--- src/rtl/multi_sensor_overtemp_debounce_defines.svh ---
// ---------------------------------------------------------------------------
// Shared assertion macros for the over-temperature debounce block
// Both macros sample on clk_i and hold off while rst_ni is low.
// ---------------------------------------------------------------------------
`ifndef MULTI_SENSOR_OVERTEMP_DEBOUNCE_DEFINES_SVH
`define MULTI_SENSOR_OVERTEMP_DEBOUNCE_DEFINES_SVH

// Same-cycle implication.
`define MSOD_ASSERT_NOW(lbl, ante, cons, msg) \
  lbl: assert property (@(posedge clk_i) disable iff (!rst_ni) (ante) |-> (cons)) \
    else $error(msg);

// Next-cycle implication.
`define MSOD_ASSERT_NEXT(lbl, ante, cons, msg) \
  lbl: assert property (@(posedge clk_i) disable iff (!rst_ni) (ante) |=> (cons)) \
    else $error(msg);

`endif

--- src/rtl/msod_pkg.sv ---
// ---------------------------------------------------------------------------
// msod_pkg
// Types, codes and sizes shared by the over-temperature debounce block.
// ---------------------------------------------------------------------------
package msod_pkg;

  localparam int unsigned MaxSensors = 64;
  localparam int unsigned IdxW       = $clog2(MaxSensors);
  localparam int unsigned CountW     = 7;

  // Fault states
  localparam logic [1:0] StIdle      = 2'd0;
  localparam logic [1:0] StSetting   = 2'd1;
  localparam logic [1:0] StSet       = 2'd2;
  localparam logic [1:0] StReleasing = 2'd3;

  // Event codes
  localparam logic [1:0] EvtNone     = 2'd0;
  localparam logic [1:0] EvtSet      = 2'd1;
  localparam logic [1:0] EvtRelease  = 2'd2;

  // Register indexes
  localparam logic [2:0] RegSetThreshold     = 3'd0;
  localparam logic [2:0] RegSetTime          = 3'd1;
  localparam logic [2:0] RegReleaseThreshold = 3'd2;
  localparam logic [2:0] RegReleaseTime      = 3'd3;
  localparam logic [2:0] RegOverIsLow        = 3'd4;
  localparam logic [2:0] RegSensorCount      = 3'd5;
  localparam logic [2:0] RegLevelId          = 3'd6;

  typedef struct packed {
    logic [15:0]       set_threshold;
    logic [7:0]        set_time;
    logic [15:0]       release_threshold;
    logic [7:0]        release_time;
    logic              over_is_low;
    logic [CountW-1:0] sensor_count;
    logic [1:0]        level_id;
  } cfg_t;

  // Per-sensor stored state
  typedef struct packed {
    logic [1:0] fault_state;
    logic [7:0] set_cnt;
    logic [7:0] rel_cnt;
  } entry_t;

endpackage

--- src/rtl/msod_ram.sv ---
// ---------------------------------------------------------------------------
// msod_ram
// Generic simple dual-port RAM, one write and one registered read port.
// ---------------------------------------------------------------------------
module msod_ram #(
  parameter int unsigned Width = 8,
  parameter int unsigned Depth = 64
) (
  input  logic                     clk_i,
  input  logic                     we_i,
  input  logic [$clog2(Depth)-1:0] waddr_i,
  input  logic [Width-1:0]         wdata_i,
  input  logic                     re_i,
  input  logic [$clog2(Depth)-1:0] raddr_i,
  output logic [Width-1:0]         rdata_o
);

  logic [Width-1:0] mem_q [Depth];
  logic [Width-1:0] rdata_q;

  always_ff @(posedge clk_i) begin
    if (we_i) begin
      mem_q[waddr_i] <= wdata_i;
    end
    if (re_i) begin
      rdata_q <= mem_q[raddr_i];
    end
  end

  assign rdata_o = rdata_q;

endmodule

--- src/rtl/msod_cfg_regs.sv ---
// ---------------------------------------------------------------------------
// msod_cfg_regs
// Configuration register file, written one register per transfer.
// ---------------------------------------------------------------------------
module msod_cfg_regs (
  input  logic                clk_i,
  input  logic                rst_ni,
  input  logic                cfg_valid_i,
  output logic                cfg_ready_o,
  input  logic [2:0]          cfg_index_i,
  input  logic [15:0]         cfg_data_i,
  output msod_pkg::cfg_t      cfg_o
);

  msod_pkg::cfg_t cfg_q, cfg_d;

  assign cfg_ready_o = 1'b1;

  always_comb begin
    cfg_d = cfg_q;
    if (cfg_valid_i) begin
      case (cfg_index_i)
        msod_pkg::RegSetThreshold:     cfg_d.set_threshold     = cfg_data_i;
        msod_pkg::RegSetTime:          cfg_d.set_time          = cfg_data_i[7:0];
        msod_pkg::RegReleaseThreshold: cfg_d.release_threshold = cfg_data_i;
        msod_pkg::RegReleaseTime:      cfg_d.release_time      = cfg_data_i[7:0];
        msod_pkg::RegOverIsLow:        cfg_d.over_is_low       = cfg_data_i[0];
        msod_pkg::RegSensorCount:
          cfg_d.sensor_count = cfg_data_i[msod_pkg::CountW-1:0];
        msod_pkg::RegLevelId:          cfg_d.level_id          = cfg_data_i[1:0];
        default: ;  // drop writes beyond the register list
      endcase
    end
  end

  always_ff @(posedge clk_i or negedge rst_ni) begin
    if (!rst_ni) begin
      cfg_q.set_threshold     <= 16'd0;
      cfg_q.set_time          <= 8'd3;
      cfg_q.release_threshold <= 16'd0;
      cfg_q.release_time      <= 8'd3;
      cfg_q.over_is_low       <= 1'b1;
      cfg_q.sensor_count      <= msod_pkg::CountW'(1);
      cfg_q.level_id          <= 2'd0;
    end else begin
      cfg_q <= cfg_d;
    end
  end

  assign cfg_o = cfg_q;

endmodule

--- src/rtl/msod_step.sv ---
// ---------------------------------------------------------------------------
// msod_step
// Next-state logic of one sensor's fault machine and debounce counters.
// ---------------------------------------------------------------------------
module msod_step (
  input  logic [15:0]      sample_i,
  input  msod_pkg::cfg_t   cfg_i,
  input  msod_pkg::entry_t entry_i,
  output msod_pkg::entry_t entry_o,
  output logic [1:0]       event_o
);

  logic       over;
  logic       under;
  logic [7:0] set_inc;
  logic [7:0] rel_inc;
  logic [1:0] st_mid;
  logic [7:0] set_mid;

  always_comb begin
    if (cfg_i.over_is_low) begin
      over  = sample_i <= cfg_i.set_threshold;
      under = sample_i >= cfg_i.release_threshold;
    end else begin
      over  = sample_i >= cfg_i.set_threshold;
      under = sample_i <= cfg_i.release_threshold;
    end
  end

  assign set_inc = entry_i.set_cnt + 8'd1;
  assign rel_inc = entry_i.rel_cnt + 8'd1;

  always_comb begin
    st_mid  = entry_i.fault_state;
    set_mid = entry_i.set_cnt;
    event_o = msod_pkg::EvtNone;
    entry_o = entry_i;

    // over test first, moving toward set
    if (over) begin
      if (entry_i.fault_state == msod_pkg::StIdle) begin
        st_mid  = msod_pkg::StSetting;
        set_mid = 8'd1;
      end else if (entry_i.fault_state == msod_pkg::StSetting) begin
        set_mid = set_inc;
        if (set_inc >= cfg_i.set_time) begin
          st_mid  = msod_pkg::StSet;
          set_mid = 8'd0;
          event_o = msod_pkg::EvtSet;
        end
      end
    end else if (entry_i.fault_state == msod_pkg::StSetting) begin
      st_mid = msod_pkg::StIdle;  // abort pending set
    end

    entry_o.fault_state = st_mid;
    entry_o.set_cnt     = set_mid;

    // release test on the updated state
    if (under) begin
      if (st_mid == msod_pkg::StSet) begin
        entry_o.fault_state = msod_pkg::StReleasing;
        entry_o.rel_cnt     = 8'd1;
      end else if (st_mid == msod_pkg::StReleasing) begin
        entry_o.rel_cnt = rel_inc;
        if (rel_inc >= cfg_i.release_time) begin
          entry_o.fault_state = msod_pkg::StIdle;
          entry_o.rel_cnt     = 8'd0;
          event_o             = msod_pkg::EvtRelease;
        end
      end
    end else if (st_mid == msod_pkg::StReleasing) begin
      entry_o.fault_state = msod_pkg::StSet;  // abort pending release
    end
  end

endmodule

--- src/rtl/multi_sensor_overtemp_debounce.sv ---
// ---------------------------------------------------------------------------
// multi_sensor_overtemp_debounce
// Round-robin thermistor over-temperature debounce with hysteresis.
// ---------------------------------------------------------------------------
// Each sample transfer on the s_axis channel belongs to the sensor at the
// internal round-robin pointer, which wraps at the configured sensor count.
// One result transfer leaves on m_axis per sample: sensor index, fault state,
// event code and level, with tlast marking the sensor that closes a scan.
// Registers are written through the cfg channel (index, data), which is
// always ready; write them only while no sample is in flight.
// A sample is registered in the s1 stage, then stepped and registered in the
// output register. The per-sensor state lives in a 64-entry RAM with a
// registered read, fetched at the sample transfer from the pointer, which is
// known ahead; a result written back in the same cycle is forwarded. One
// sample per cycle, one RAM read-modify-write each, unless m_axis_tready stalls.
// Reset clears the pointer and one valid bit per sensor, so every sensor
// starts idle with zero counters at once; no clearing pass is needed.
// When m_axis_tready stays low, the output register and the stage behind it
// fill and s_axis_tready drops; nothing is lost.
// ---------------------------------------------------------------------------
`include "multi_sensor_overtemp_debounce_defines.svh"

module multi_sensor_overtemp_debounce (
  input  logic        clk_i,
  input  logic        rst_ni,
  input  logic        s_axis_tvalid,
  output logic        s_axis_tready,
  input  logic [15:0] s_axis_tdata,   // [15:0] ntc_sample
  output logic        m_axis_tvalid,
  input  logic        m_axis_tready,
  output logic [15:0] m_axis_tdata,   // [5:0] sensor_index, [7:6] fault_state,
                                      // [9:8] event_code, [11:10] event_level
  output logic        m_axis_tlast,   // scan_done
  input  logic        cfg_valid_i,
  output logic        cfg_ready_o,
  input  logic [2:0]  cfg_index_i,
  input  logic [15:0] cfg_data_i
);

  localparam int unsigned IdxW   = msod_pkg::IdxW;
  localparam int unsigned CountW = msod_pkg::CountW;

  msod_pkg::cfg_t   cfg;
  msod_pkg::entry_t ram_rdata;
  msod_pkg::entry_t cur_entry;
  msod_pkg::entry_t new_entry;
  logic [1:0]       new_evt;

  logic                  in_xfer;
  logic                  s1_advance;
  logic [IdxW-1:0]       ptr_q, ptr_d;
  logic [CountW-1:0]     ptr_inc;
  logic [CountW-1:0]     count_lim;
  logic                  wrap;
  logic [msod_pkg::MaxSensors-1:0] valid_q;

  logic                  s1_valid_q;
  logic [15:0]           s1_sample_q;
  logic [IdxW-1:0]       s1_idx_q;
  logic                  s1_done_q;
  logic                  s1_hit_q;
  logic                  fwd_q;
  msod_pkg::entry_t      fwd_entry_q;

  logic                  out_valid_q;
  logic [IdxW-1:0]       out_idx_q;
  logic [1:0]            out_state_q;
  logic [1:0]            out_evt_q;
  logic [1:0]            out_lvl_q;
  logic                  out_done_q;

  msod_cfg_regs u_cfg (
    .clk_i       (clk_i),
    .rst_ni      (rst_ni),
    .cfg_valid_i (cfg_valid_i),
    .cfg_ready_o (cfg_ready_o),
    .cfg_index_i (cfg_index_i),
    .cfg_data_i  (cfg_data_i),
    .cfg_o       (cfg)
  );

  assign s1_advance    = s1_valid_q && (!out_valid_q || m_axis_tready);
  assign s_axis_tready = !s1_valid_q || s1_advance;
  assign in_xfer       = s_axis_tvalid && s_axis_tready;

  // Pointer advance; a count above the sensor total acts as the total
  assign ptr_inc   = CountW'(ptr_q) + CountW'(1);
  assign count_lim = (cfg.sensor_count > CountW'(msod_pkg::MaxSensors))
                     ? CountW'(msod_pkg::MaxSensors) : cfg.sensor_count;
  assign wrap      = ptr_inc >= count_lim;
  assign ptr_d     = wrap ? '0 : ptr_inc[IdxW-1:0];

  msod_ram #(
    .Width ($bits(msod_pkg::entry_t)),
    .Depth (msod_pkg::MaxSensors)
  ) u_state_ram (
    .clk_i   (clk_i),
    .we_i    (s1_advance),
    .waddr_i (s1_idx_q),
    .wdata_i (new_entry),
    .re_i    (in_xfer),
    .raddr_i (ptr_q),
    .rdata_o (ram_rdata)
  );

  // Forwarded write wins, then the RAM word if the sensor was ever written
  always_comb begin
    if (fwd_q) begin
      cur_entry = fwd_entry_q;
    end else if (s1_hit_q) begin
      cur_entry = ram_rdata;
    end else begin
      cur_entry = '0;
    end
  end

  msod_step u_step (
    .sample_i (s1_sample_q),
    .cfg_i    (cfg),
    .entry_i  (cur_entry),
    .entry_o  (new_entry),
    .event_o  (new_evt)
  );

  always_ff @(posedge clk_i or negedge rst_ni) begin
    if (!rst_ni) begin
      ptr_q       <= '0;
      valid_q     <= '0;
      s1_valid_q  <= 1'b0;
      out_valid_q <= 1'b0;
    end else begin
      if (in_xfer) begin
        ptr_q <= ptr_d;
      end
      if (s1_advance) begin
        valid_q[s1_idx_q] <= 1'b1;
      end
      if (in_xfer) begin
        s1_valid_q <= 1'b1;
      end else if (s1_advance) begin
        s1_valid_q <= 1'b0;
      end
      if (s1_advance) begin
        out_valid_q <= 1'b1;
      end else if (m_axis_tready) begin
        out_valid_q <= 1'b0;
      end
    end
  end

  always_ff @(posedge clk_i) begin
    if (in_xfer) begin
      s1_sample_q <= s_axis_tdata;
      s1_idx_q    <= ptr_q;
      s1_done_q   <= wrap;
      s1_hit_q    <= valid_q[ptr_q];
      fwd_q       <= s1_advance && (s1_idx_q == ptr_q);
      fwd_entry_q <= new_entry;
    end
    if (s1_advance) begin
      out_idx_q   <= s1_idx_q;
      out_state_q <= new_entry.fault_state;
      out_evt_q   <= new_evt;
      out_lvl_q   <= (new_evt != msod_pkg::EvtNone) ? cfg.level_id : 2'd0;
      out_done_q  <= s1_done_q;
    end
  end

  assign m_axis_tvalid = out_valid_q;
  assign m_axis_tdata  = {4'd0, out_lvl_q, out_evt_q, out_state_q, out_idx_q};
  assign m_axis_tlast  = out_done_q;

  `MSOD_ASSERT_NOW(a_set_evt_state,
    out_valid_q && (out_evt_q == msod_pkg::EvtSet),
    (out_state_q == msod_pkg::StSet) || (out_state_q == msod_pkg::StReleasing),
    "set event without a set or releasing state")
  `MSOD_ASSERT_NOW(a_rel_evt_state,
    out_valid_q && (out_evt_q == msod_pkg::EvtRelease),
    out_state_q == msod_pkg::StIdle,
    "release event without an idle state")
  `MSOD_ASSERT_NOW(a_no_evt_level,
    out_valid_q && (out_evt_q == msod_pkg::EvtNone),
    out_lvl_q == 2'd0,
    "event level reported without an event")
  `MSOD_ASSERT_NEXT(a_writeback_valid,
    s1_advance,
    valid_q[$past(s1_idx_q)],
    "written sensor not marked valid")
  `MSOD_ASSERT_NEXT(a_wrap_done,
    in_xfer && (ptr_d == '0) && (ptr_q != '0),
    s1_done_q,
    "pointer wrap without scan done")

endmodule

--- config.mk ---
export PLATFORM = sky130hd
export DESIGN_NAME = multi_sensor_overtemp_debounce
export DESIGN_NICKNAME = d
export VERILOG_FILES = /design/src/rtl/msod_pkg.sv /design/src/rtl/msod_ram.sv /design/src/rtl/msod_cfg_regs.sv /design/src/rtl/msod_step.sv /design/src/rtl/multi_sensor_overtemp_debounce.sv
export VERILOG_INCLUDE_DIRS = /design/src /design/src/rtl
export SDC_FILE = /design/constraint.sdc
export NUM_CORES = 1
export LEC_CHECK = 0
export BUFFER_PORTS_ARGS = -buffer_cell sky130_fd_sc_hd__buf_4
export CORE_AREA = 8 8 376 341
export CTS_BUF_LIST = sky130_fd_sc_hd__clkbuf_2 sky130_fd_sc_hd__clkbuf_4 sky130_fd_sc_hd__clkbuf_8
export DETAILED_ROUTE_END_ITERATION = 7
export DIE_AREA = 0 0 384 349
export GPL_ROUTABILITY_DRIVEN = 1
export GPL_TIMING_DRIVEN = 0
export PLACE_DENSITY = 0.69
export SYNTH_ARGS = -nofsm -noshare
export SYNTH_HDL_FRONTEND = slang
export SYNTH_HIERARCHICAL = 1
export SYNTH_SLANG_ARGS = --single-unit
--- constraint.sdc ---
create_clock -name clk_i -period 18.8 [get_ports clk_i]
set_input_delay 1.88 -clock clk_i [delete_from_list [all_inputs] [get_ports clk_i]]
set_output_delay 1.88 -clock clk_i [all_outputs]
set_load 0.02 [all_outputs]
* After elaboration in Yosys (flattened, before gate mapping) *
Memory sizes are Yosys's and may differ from the RTL's. A register that Yosys moved wholly into a read port is not among the register bits.
Cells that the tools add are included.

storage, ports and cells
  flip-flop bits (word level) = 186
  latch bits = 0
  RAM bits = 1,152
  ROM bits = 0
  bits of input ports = 40
  output and inout port bits = 20
  word-level logic and storage cells = 112
  memories kept = 1

operators by class
  $add $sub $neg = 3
  multiply operators = 0
  div/mod/pow operators = 0
  $lt $le $gt $ge = 11
  equal/unequal tests = 10
  shift-type cells = 0
  muxes and demuxes = 42
  bitwise operators = 1
  reduce and logical (&&, ||, !) cells = 20

memories
  name               words  width  rd ports  clocked after memory_dff  wr ports  RTL line        RTL
  u_state_ram.mem_q  64     18     1         1                         1         msod_ram.sv:18  logic [Width-1:0] mem_q [Depth];

operator list
  cell                 number
  $mux 8               8
  $or 64x64->64        1
  $mux 18              2
  $mux 2               17
  $ge 16x16->1         2
  $le 16x16->1         2
  $add 8x1->8 const B  2
  $ge 8x8->1           2
  $lt 6x7->1 const B   2
  $reduce_and 2->1     7
  $mux 1               11
  $eq 3x3->1 const B   3
  $add 6x1->7 const B  1
  $ge 7x7->1           1
  $gt 7x7->1 const B   1
  $mux 7               1
  $bmux 1 s6           1
  $demux 1 s6          1
  $eq 3x2->1 const B   2
  $eq 6x6->1           1
  $ge 6x1->1 const B   1
  $mux 6               1
  $reduce_bool 2->1    3
  $eq 2x2->1 const B   2
  7 further kinds      12

* Logic depth before layout (Yosys ltp) *
  depth after elaboration = 13
  gate-level depth with buffers = 15
  gate-level depth less buffers = 13

* By module *
The synthesis kept the hierarchy.

by module, submodules not included
  module                          times used  cells each  area an instance (um^2)  seq. area each (um^2)
  msod_ram                        1           1,957       44,801.7                 35,133.7
  multi_sensor_overtemp_debounce  1           374         5,416.4                  3,483.3
  msod_cfg_regs                   1           130         2,247.2                  1,458.9
  msod_step                       1           265         1,881.8                  0.0

* Worst setup path before layout *
No wires, ideal clock.

  path kind = register -> register
  start = reg fwd_q
  end = reg fwd_entry_q[9] (netlist name) (data pin)
  library setup time = 0.727 ns
  data arrival time = 5.594 ns
  path slack = 12.479 ns
  cell stages (with the launch flop) = 14
  path buffers = 2
  period minus slack after synthesis = 6.321 ns
  cell sequence = edfxtp_1 -> nor2b_1 -> clkbuf_1 -> clkbuf_1 -> a22o_1 -> ha_1 -> nand3_1 -> nor2_1 -> xor2_1 -> ha_1 -> a21o_1 -> a21oi_1 -> o211ai_1 -> o31ai_1

RTL lines
  element                 RTL line                               RTL
  start, declared         multi_sensor_overtemp_debounce.sv:62   logic fwd_q;
  start signal, assigned  multi_sensor_overtemp_debounce.sv:157  fwd_q <= s1_advance && (s1_idx_q == ptr_q);
  end signal, assigned    multi_sensor_overtemp_debounce.sv:158  fwd_entry_q <= new_entry;
  end, declared           multi_sensor_overtemp_debounce.sv:63   msod_pkg::entry_t fwd_entry_q;

==> results by group <==
Critical path
  – Largest stage delay, worst path: 970 ps
  – Most frequent CP cell: buf_6
  – Setup crit start kind: flip-flop
  – R2R Setup Slk: 13410 ps
  – CP Class: flip-flop to flip-flop
  – CP Max Fanout: 15
  – Worst Path Buf+Inv: 5
  – R2R depth: 17
  – R2R Path Start: s1_hit_q
  – CP Capture Type: flip-flop
  – Crit-path slowest cell: o211ai_1
  – CP Cell Sequence: nor2b_1 -> clkbuf_1 -> clkbuf_1 -> a22o_1 -> ha_1 -> nand3_1 -> nor2_1 -> xor2_1 -> ha_1 -> nand4_1 -> o211ai_1 -> nor2_1 -> o31ai_1 -> o41ai_4 -> buf_6 -> buf_6 -> buf_6
  – Delay-heaviest family, CP: compound AO/OA/AOI/OAI gates
  – CP required: 19420 ps
  – Crit path DAT: 6010 ps
  – R2r endpoint: u_state_ram/mem_q[15][10]

Timing
  – Unrepaired setup endpoints after global routing: no
  – Tcrit/Tclk final: 28.7%
  – Fin. Hold Viols: 0
  – Max Clk Rate: 186 MHz
  – Min cycle time layout: 5390 ps
  – # setup viols final: 0
  – Pins Over Slew Limit: 0
  – Slew headroom: 4.84%
  – Slew @ Worst Pin: 1410 ps
  – TNS Setup: 0 ps
  – Fin Clk Skew: 41.3 ps

GRT
  – Met3 global-route usage: 4.41%
  – Initial antenna violation count: 7
  – Grt ovf: 0
  – Grt met2 use: 29.4%
  – Grt met1 use: 28.1%
  – Vias in the first global route: 28228
  – GR peak layer: met2
  – Gr usage total: 19.5%
  – Largest net degree at the start of global routing: 86
  – Global-route wire length before repair: 192 mm

CTS
  – CTS Buf Count: 200
  – Clock root cell: clkbuf_8
  – Clk sinks: 1356
  – Clk_lat worst skew: 910 ps
  – Hold buffer count at CTS: 0
  – Clock Tree Buf Depth: 3
  – Post-cts gate resize count: 0
  – CTS tree: done
  – Worst-path clk slew: 60 ps
  – H-tree depth: 4
  – Setup Buffers After CTS: 0

Route
  – WL final: 132 mm
  – Total number of vias: 28487
  – Final antenna-violating net count: 0
  – DR pass1 iterations: 6
  – DRT iter0 DRCs: 3423
  – Wire per inst: 27.2 um
  – DRC: 0
  – Vias per std cell: 5.86

Yosys
  – Sequential fraction of the synthesis area: 73.7%
  – Unique masters post-synth: 72
  – EDFF count, synth: 1226
  – Ys flop type: edfxtp_1
  – Avg Cell Area, Syn: 19.9 sq um
  – Main area contributors after synthesis: edfxtp_1 68%, mux4_2 13%, dfrtp_1 5.7%
  – Total number of yosys warnings: 6
  – Synth async-reset ratio: 9.59%
  – Synth Instances: 2726
  – Yosys reg bits: 1356
  – Yosys top cell by area: edfxtp_1
  – Post-synthesis cell area: 54300 sq um
  – Top-area cell type share of the netlist area: 67.7%

Floorplanning
  – Die Y: 349 um
  – Die width: 384 um
  – Row count: 122
  – Top-Level Pins: 60
  – Die Area: 134000 sq um
  – Starting Density: 44.6%
  – Core area: 122000 sq um

Place
  – I/O Buffers: 53
  – Detail Placement HPWL: 88.8 mm
  – GPL Wtd Cong: 0.911

Run status
  – Status: complete, no violations

Finish
  – Area growth syn-to-layout: 15.8%
  – Fraction of layout cells with a size suffix above 1: 31.9%
  – Layout Nets: 3182

Min path
  – Hold path depth: 0
  – Hold Startpoint: s1_done_q
  – WHS Endpoint: m_axis_tlast
  – Hold WC Path Type: flip-flop to flip-flop

Power and ir drop
  – Static leakage: 21.0 nW
  – Total power: 9.04 mW
  – Worst vdd ir: 0.0803 mV
  – Power per cell area: 144 nW/um^2

Run
  – Total of max-cap violations: 0
## Yosys cell counts (all sizes together), types with 3 or more instances
cell,n
nor2b,13
xor2,12
o21bai,61
a21o,11
nand4b,4
nand2b,19
dfstp,6
o31ai,6
a211oi,20
ha,58
mux2i,63
a2111oi,4
edfxtp,1226
a22oi,7
a21oi,48
mux2,71
and3,8
o21ai,79
inv,53
or3,15
o22ai,27
o21a,7
clkbuf,58
nand4,10
nor4bb,3
or3b,3
dfrtp,124
nor4,3
nor2,105
or2,4
a31oi,13
nand2,70
nand3,27
xnor2,10
nand3b,9
o211ai,4
a22o,17
buf,85
o41ai,3
nor3,18
mux4,316
## stage by stage
step	worst slack [ps]	std cells	hold slack, ps	cell area [sq um]	utilization (%)
floorplan	12480	2729	400	54400	-
global placement	8680	4394	407	56800	46.5
detailed placement	13490	4494	416	58900	48.3
CTS	13460	4857	440	62900	51.6
global route	13070	4860	451	62900	51.6
finish	13410	4863	434	62900	51.6
## sequential cells by signal, indices dropped and copies added, names as in the netlist, 6 cells and up
name                 cells
valid_q                 64
u_cfg/cfg_o             58
u_state_ram/rdata_o     18
s1_idx_q                 6
s1_sample_q             16
fwd_entry_q             18
out_idx_q                6
ptr_q                    6
u_state_ram/mem_q     1152
## worst max path at each step
stage	start	end	slack (ps)	cells after the start
3_5_place_dp	s1_hit_q	u_state_ram/mem_q[14][10]	13490	17
6_report	s1_hit_q	u_state_ram/mem_q[15][10]	13410	17
3_3_place_gp	s1_hit_q	u_state_ram/mem_q[24][9]	8680	13
5_1_grt	fwd_q	u_state_ram/mem_q[12][10]	13070	17
4_1_cts	s1_hit_q	u_state_ram/mem_q[28][10]	13460	17
2_1_floorplan	fwd_q	fwd_entry_q[9]	12480	13
## per-layer routing
| layer | wire, um | up-vias |
|---|---|---|
| met2 | 60100 | 1471 |
| met1 | 55500 | 14854 |
| met3 | 12800 | 238 |
| met5 | 11 | - |
| li1 | - | 11922 |
| met4 | 3730 | 2 |
## placed cells by master (no fill, tap or decap), types with 9 or more instances in the layout
master	instances
buf_2	39
buf_8	53
mux4_1	9
inv_1	53
buf_12	13
clkbuf_1	58
xnor2_1	10
nand3_1	27
nand2_1	70
nand3b_1	9
edfxtp_1	1226
a211oi_1	20
mux2i_1	63
a21oi_1	48
o21ai_0	51
a22o_1	17
mux2_2	70
mux4_2	307
clkbuf_4	77
buf_6	32
o22ai_1	27
buf_4	77
dfrtp_1	124
o21bai_1	61
buf_16	21
ha_1	58
or3_1	15
nand4_1	10
clkinv_1	42
o21ai_1	24
nor2b_1	13
clkinv_2	15
nor2_2	62
nor3_1	16
a21o_1	11
nor2_1	43
xor2_1	12
nand2b_1	19
clkbuf_8	210
## worst reg2reg max path: stages, from the launching register on
cell      delay [ps]
edfxtp_1         390
nor2b_1          150
clkbuf_1         330
clkbuf_1         400
a22o_1           330
ha_1             270
nand3_1          220
nor2_1           190
xor2_1           110
ha_1             310
nand4_1          100
o211ai_1         970
nor2_1            80
o31ai_1          380
o41ai_4          280
buf_6            260
buf_6            170
buf_6            170
## cells by family after synthesis
kind of cell / synth area share [%]
multiplexers: 15.8
buffers and inverters: 1.87
AO/OA/AOI/OAI: 4.04
XOR/XNOR: 0.355
other: 0.0138
flip-flops: 73.7
AND/OR/NAND/NOR: 2.85
adder cells (fa/ha/maj): 1.34
## power by group
group / switching, mW / leakage (nW) / internal (mW)
Sequential: 0.0788 / 12.8 / 3.83
Combinational: 1.71 / 6.04 / 1.07
Clock: 1.13 / 2.10 / 1.23
## cell type report
| cell class | instances | area, sq um |
|---|---|---|
| sequential | 1356 | 40100 |
| antenna | 6 | 15.0 |
| timing repair buffer | 153 | 2180 |
| clock inverter | 76 | 508 |
| multi-input combinational | 1176 | 13600 |
| fill | 9484 | 59000 |
| clock buffer | 287 | 3470 |
| inverter | 54 | 204 |
| buffer | 143 | 815 |
| tap | 1612 | 2020 |
Note: power is estimated with default switching activity, not from simulation.
